`src/rtl/cts_pkg.sv`:
```
// Shared types, constants and the arctangent table for the spherical converter.
`default_nettype none

package cts_pkg;

  localparam int COORD_BITS_DEF    = 24;
  localparam int ANGLE_BITS_DEF    = 18;
  localparam int CORDIC_STAGES_DEF = 20;

  // Internal datapath: 64-bit words, angles kept with pi = 2^31.
  localparam int WORD_W   = 64;
  localparam int ANG_W    = 34;
  localparam int SHIFT_W  = 6;
  localparam int NORM_MSB = 57;

  localparam logic [31:0] INV_GAIN = 32'h9B74EDA8;

  typedef logic signed [WORD_W-1:0] word_t;
  typedef logic signed [ANG_W-1:0]  ang_t;

  localparam ang_t PI_ANG      = 34'sh080000000;
  localparam ang_t HALF_PI_ANG = 34'sh040000000;

  // Per-request information that travels alongside the rotation data.
  typedef struct packed {
    logic                axis;
    logic                xzero;
    logic                yzero;
    logic                zzero;
    logic                xneg;
    logic                yneg;
    logic                zneg;
    logic [SHIFT_W-1:0]  n;
    word_t               z;
    word_t               zs;
    ang_t                phi;
    ang_t                theta;
  } side_t;

  // Rotation angle of CORDIC step idx, atan(2^-idx) with pi = 2^31.
  function automatic logic [31:0] atan_entry(input int idx);
    logic [31:0] v;
    unique case (idx)
      0:  v = 32'h20000000;
      1:  v = 32'h12E4051E;
      2:  v = 32'h09FB385B;
      3:  v = 32'h051111D4;
      4:  v = 32'h028B0D43;
      5:  v = 32'h0145D7E1;
      6:  v = 32'h00A2F61E;
      7:  v = 32'h00517C55;
      8:  v = 32'h0028BE53;
      9:  v = 32'h00145F2F;
      10: v = 32'h000A2F98;
      11: v = 32'h000517CC;
      12: v = 32'h00028BE6;
      13: v = 32'h000145F3;
      14: v = 32'h0000A2FA;
      15: v = 32'h0000517D;
      16: v = 32'h000028BE;
      17: v = 32'h0000145F;
      18: v = 32'h00000A30;
      19: v = 32'h00000518;
      20: v = 32'h0000028C;
      21: v = 32'h00000146;
      22: v = 32'h000000A3;
      23: v = 32'h00000051;
      24: v = 32'h00000029;
      25: v = 32'h00000014;
      26: v = 32'h0000000A;
      27: v = 32'h00000005;
      28: v = 32'h00000003;
      29: v = 32'h00000001;
      30: v = 32'h00000001;
      default: v = 32'h00000000;
    endcase
    return v;
  endfunction

endpackage

`default_nettype wire

```
`src/rtl/cts_gain.sv`:
```
// Two-stage removal of the CORDIC gain by the constant 1/K.
`default_nettype none

module cts_gain import cts_pkg::*; (
  input  logic  clk,
  input  logic  rst_n,
  input  logic  en,
  input  logic  vld_i,
  input  side_t side_i,
  input  word_t val_i,
  output logic  vld_o,
  output side_t side_o,
  output word_t val_o
);

  logic        vld1_r, vld2_r;
  side_t       side1_r, side2_r;
  logic [63:0] phi_r, plo_r;
  word_t       val_r;

  always_ff @(posedge clk) begin
    if (!rst_n) begin
      vld1_r <= 1'b0;
      vld2_r <= 1'b0;
    end else if (en) begin
      vld1_r <= vld_i;
      vld2_r <= vld1_r;
    end
  end

  // Partial products of the upper and lower halves, then their sum.
  always_ff @(posedge clk) begin
    if (en) begin
      side1_r <= side_i;
      phi_r   <= val_i[63:32] * INV_GAIN;
      plo_r   <= val_i[31:0] * INV_GAIN;
      side2_r <= side1_r;
      val_r   <= word_t'(phi_r + {32'd0, plo_r[63:32]});
    end
  end

  assign vld_o  = vld2_r;
  assign side_o = side2_r;
  assign val_o  = val_r;

endmodule

`default_nettype wire

```
`config.mk`:
```
export PLATFORM = sky130hd
export DESIGN_NAME = cts_gain
export DESIGN_NICKNAME = d
export VERILOG_FILES = /design/src/rtl/cts_pkg.sv /design/src/rtl/cts_gain.sv
export SDC_FILE = /design/constraint.sdc
export NUM_CORES = 2
export LEC_CHECK = 0
export BUFFER_PORTS_ARGS = -buffer_cell sky130_fd_sc_hd__buf_2
export CORE_MARGIN = 8
export CORE_UTILIZATION = 62
export CTS_BUF_LIST = sky130_fd_sc_hd__clkbuf_8
export DETAILED_ROUTE_END_ITERATION = 6
export GPL_TIMING_DRIVEN = 0
export PLACE_DENSITY = 0.85
export SYNTH_ARGS = -nofsm -noshare
export SYNTH_HDL_FRONTEND = slang
export SYNTH_SLANG_ARGS = --single-unit
```
`constraint.sdc`:
```
create_clock -name clk -period 12.1 [get_ports clk]
set_input_delay 2.42 -clock clk [delete_from_list [all_inputs] [get_ports clk]]
set_output_delay 2.42 -clock clk [all_outputs]
set_load 0.02 [all_outputs]
```
Word-level counts from Yosys, hierarchy flattened
Index checks and enable logic that the tools add are counted.
- flip-flop bits (word level): 606
- input bits: 277
- output and inout port bits: 274
- add/subtract/negate cells: 1
- multipliers: 2
- operators by type and width (operator ; number):
    $mul 32x29->61 const B ; 2
    $add 64x32->64 ; 1

Depth between registers and ports, before layout
- word-level depth: 1
- mapped depth: 26
- depth with buffers taken out: 25

Worst setup path after synthesis
No wires, ideal clock.
- path type: input-to-reg
- from: input port val_i[8]
- to: register plo_r[53] (data pin)
- setup time: 260 ps
- data arrival time: 8796 ps
- required time: 11840 ps
- path slack: 3044 ps
- stages on the path: 25
- buffers on the path: 0
- cells stage by stage: inv_1 fa_1 fa_1 inv_1 fa_1 inv_1 fa_1 inv_1 fa_1 fa_1 fa_1 inv_1 fa_1 inv_1 ha_1 nand3_1 nor3_1 and3_1 a31o_2 a21oi_1 o31a_1 o31ai_4 a41o_1 a21oi_1 xnor2_1
- cells in the longest elaborated chain, start to end: 1
- RTL lines (what ; RTL line ; text):
    start, declared ; cts_gain.sv:10 ; input word_t val_i,
    $mul 32x29->61 ; cts_gain.sv:36 ; plo_r <= val_i[31:0] * INV_GAIN;
    end signal, assigned ; cts_gain.sv:36 ;
    end, declared ; cts_gain.sv:18 ; logic [63:0] phi_r, plo_r;
Every way passes these cells.
A chain may end at the register's enable or synchronous reset.

Worst setup path after layout
- from: input port val_i[8]
- to: register plo_r[60] (data pin)
The elaborated chain is that of the path after synthesis.

==> results list <==
- Total congestion overflow after global routing: 0
* Drt first-iter violations: 2461
- Type of the tightest min-delay check: flop to flop
- Core Box Area: 0.0901 sq mm
- Half-perimeter wire length of the detailed placement result: 130 mm
- Setup TNS after final layout: 0 ns
* Count of nets left with antenna violations after detail routing: 0
- H-tree depth reported by CTS: 3
* Buffers on Ports: 550
* Root buffer cell: clkbuf_8
- For this design, the CTS-stage hold fixing added 0 buffers.
- Worst hold path startpoint: side1_r[180]$_DFFE_PP_
- Overall die height: 318 um
- The number of antenna violations at the first check in global routing is 35.
- The final count of pins violating max slew is 0.
* Clock sink count: 577
* Pin count of the biggest net entering global routing: 137
- At the end of the flow the core is filled with cells to 0.695.
- Part of the Yosys area used for sequential elements: 0.307
* Number of cells on the worst reg-to-reg path: 11
* Number of failing setup endpoints in the final timing report: 0
- For the worst-skew pair, the clock arrives at the later sink with an insertion delay of 0.78 ns.
- Min Clock Period, post-route: 9.41 ns
- Post-CTS Repair Setup Buffers: 0
- The clock passes through at most 3 buffers.
- Crit start category: input pin
- DR pass1 iterations: 5
* Growth of design area from synthesis to finish: 11.0%
- Counting flops and latches in the post-synthesis netlist gives 577.
- Ys Warns: 0
* Boundary Pins: 551
* WHS Endpoint: side_o[180]$_DFFE_PP_
- After detailed routing, the number of vias per cell comes to 5.49.
- In the routed design, unresolved DRC markers number 0.
- Worst r2r src: phi_r[4]$_DFFE_PP_
- Post-synth ARST share: 0
- After synthesis, the mean cell area works out to 12.1 sq um.
- The detailed router placed 36100 vias in this run.
* Initial core utilization: 0.626
- In the synthesized netlist the dominant register cell turns out to be edfxtp_1.
- Sort of element at the end of the critical path: flop
- Reg-to-reg critical path endpoint: val_o[28]$_DFFE_PP_
- STA puts the critical path data required time at 12.61 ns.
* Number of gates given a new drive strength after cts: 0
- The congestion estimate from routability-driven global placement came to 0.995.
- Final worst clock skew: 0.0453 ns
- The floorplan has 110 rows.
* Synthesized instance count: 4649
- Across all hold checks on the routed design, the worst slack comes to 0.396 ns.
* Clock transition at the register clock pins on the worst setup and hold paths after CTS: 0.06 ns
- Crit share post-route: 0.777
* Vias in the first global route: 38700
* Slew @ Worst Pin: 0.710 ns
* Worst setup slack after placement: 1.96 ns
- For the worst setup path, the data arrival time is 9.92 ns.
- The final-report hold violation count came to 0.
* Total CTS buffers: 95
* Post-synth cell types: 79
- Counting flops with a built-in enable in the synthesized netlist gives 575.
* Headroom to the max-slew limit: 0.527
* Result of the run: finished, final reports clean
- Final WL: 153 mm
- Setup repair after global routing left no endpoint under its margin.
* Setup CP Type: input pin to flop
- The die is 318 um wide.
* Synthesized net count: 6579
- DIE AREA: 0.101 sq mm
- Fill cell instance count of the final layout: 6324
- Reg2Reg Setup Slack: 8.23 ns
- The first global-routing pass estimated 232 mm of wire.
* Synthesized cell area: 0.0564 sq mm
- PnR worst setup slack: 2.69 ns
* Share of cells above drive strength 1: 0.134
- Maximum fanout encountered on the critical timing path: 6
- TritonCTS clock tree: yes
- For this run, the top clock speed supported by timing is 106 MHz.
- GRT Resource Usage Total: 0.305
* Avg WL per Cell: 23.3 um
- The worst hold path passes through 0 cells.
- Max-cap violations in this run came to 0.
* Net count of the finished layout: 7230
layout make-up:
type	instances	area (sq um)	area share
Multi-Input combinational cell	2580	33500	0.535
Inverter	1445	5420	0.0866
Timing Repair Buffer	554	2870	0.0459
Clock inverter	74	507	0.00809
Antenna cell	17	42.5	0.000679
Tap cell	1176	1470	0.0235
Clock buffer	95	1310	0.0209
Sequential cell	577	17300	0.276
Buffer	47	183	0.00292
registers in the layout, indices dropped and copies added (netlist names):
name,count
vld1_r,1
side_o,209
vld_o,1
phi_r,61
plo_r,32
side1_r,209
val_o,64
synth_stat cells (24+ instances only):
cell type     n  area [sq um]
inv_1      1445          5420
fa_1        916         18300
ha_1        737          9220
edfxtp_1    575         17300
a21oi_1     133           666
nand2_1     106           398
a21o_1       89           668
xnor2_1      82           718
nor2_1       64           240
xor2_1       64           561
o21ai_0      62           310
nand4_1      44           275
clkbuf_1     40           150
nand3_1      29           145
and3_1       24           150
worst max-delay path by stage:
| stage | startpoint | endpoint | slack [ns] | cells after the start |
|---|---|---|---|---|
| 4_1_cts | val_i[9] | plo_r[61]$_DFFE_PP_ | 2.81 | 24 |
| 3_5_place_dp | val_i[9] | plo_r[61]$_DFFE_PP_ | 1.96 | 24 |
| 2_1_floorplan | val_i[8] | plo_r[53]$_DFFE_PP_ | 3.04 | 25 |
| 6_report | val_i[8] | plo_r[60]$_DFFE_PP_ | 2.69 | 25 |
| 3_3_place_gp | en | vld1_r$_SDFFE_PN0P_ | 0.11 | 3 |
| 5_1_grt | val_i[8] | plo_r[63]$_DFFE_PP_ | 2.37 | 26 |
cell families (layout without fill, tap and decap cells):
| group | after synthesis | count (layout) | share of synthesized area |
|---|---|---|---|
| and+or+nand+nor | 341 | 341 | 0.0298 |
| AOI/OAI and AO/OA | 437 | 437 | 0.0523 |
| adders and majority gates | 1653 | 1653 | 0.489 |
| DFF | 577 | 577 | 0.307 |
| other | 0 | 17 | 0 |
| muxes | 3 | 3 | 0.000554 |
| xor gates and xnor gates | 146 | 146 | 0.0227 |
| buffers and inverters | 1492 | 2215 | 0.0994 |
critical path: stages:
cell,delay [ns]
buf_2,0.19
inv_1,0.42
fa_1,0.52
fa_1,0.49
inv_1,0.05
fa_1,0.49
inv_1,0.05
fa_1,0.53
inv_1,0.05
fa_1,0.49
fa_1,0.43
fa_1,0.50
inv_1,0.08
fa_1,0.49
inv_1,0.06
ha_1,0.37
nand3_1,0.13
nor3_1,0.30
and3_1,0.25
a31o_2,0.16
a21oi_1,0.07
o31a_1,0.34
o31ai_4,0.45
a41oi_1,0.28
o211a_1,0.30
metal layers:
metal	track usage	vias up	wire length (um)
met5	0	-	98
met1	0.370	18000	56700
met4	0.146	18	8380
li1	-	16000	-
met3	0.0746	392	13000
met2	0.513	1605	74500
through the flow:
| stage | instances | area [sq um] |
|---|---|---|
| 2_1_floorplan | 4649 | 56400 |
| 3_3_place_gp | 6375 | 60600 |
| 3_5_place_dp | 6379 | 60800 |
| 4_1_cts | 6548 | 62600 |
| 5_1_grt | 6555 | 62600 |
| 6_report | 6565 | 62600 |
layout by cell type (no fill, tap or decap), drive strengths merged, types with 10 or more instances in the layout:
cell and count:
and3 25, xnor2 82, o21bai 22, xor2 64, nor2b 13, nor3 23, clkinv 37, a21oi 135
fa 916, inv 1475, clkbuf 135, edfxtp 575, a211oi 10, a21o 89, ha 737, nand2 106
buf 561, o211ai 11, nor2 65, a31oi 25, nand4 44, diode 17, nand3 29, o21ai 70
Power is not shown: default switching activity piles up to over one toggle a cycle in this logic, so the estimate is an artifact.
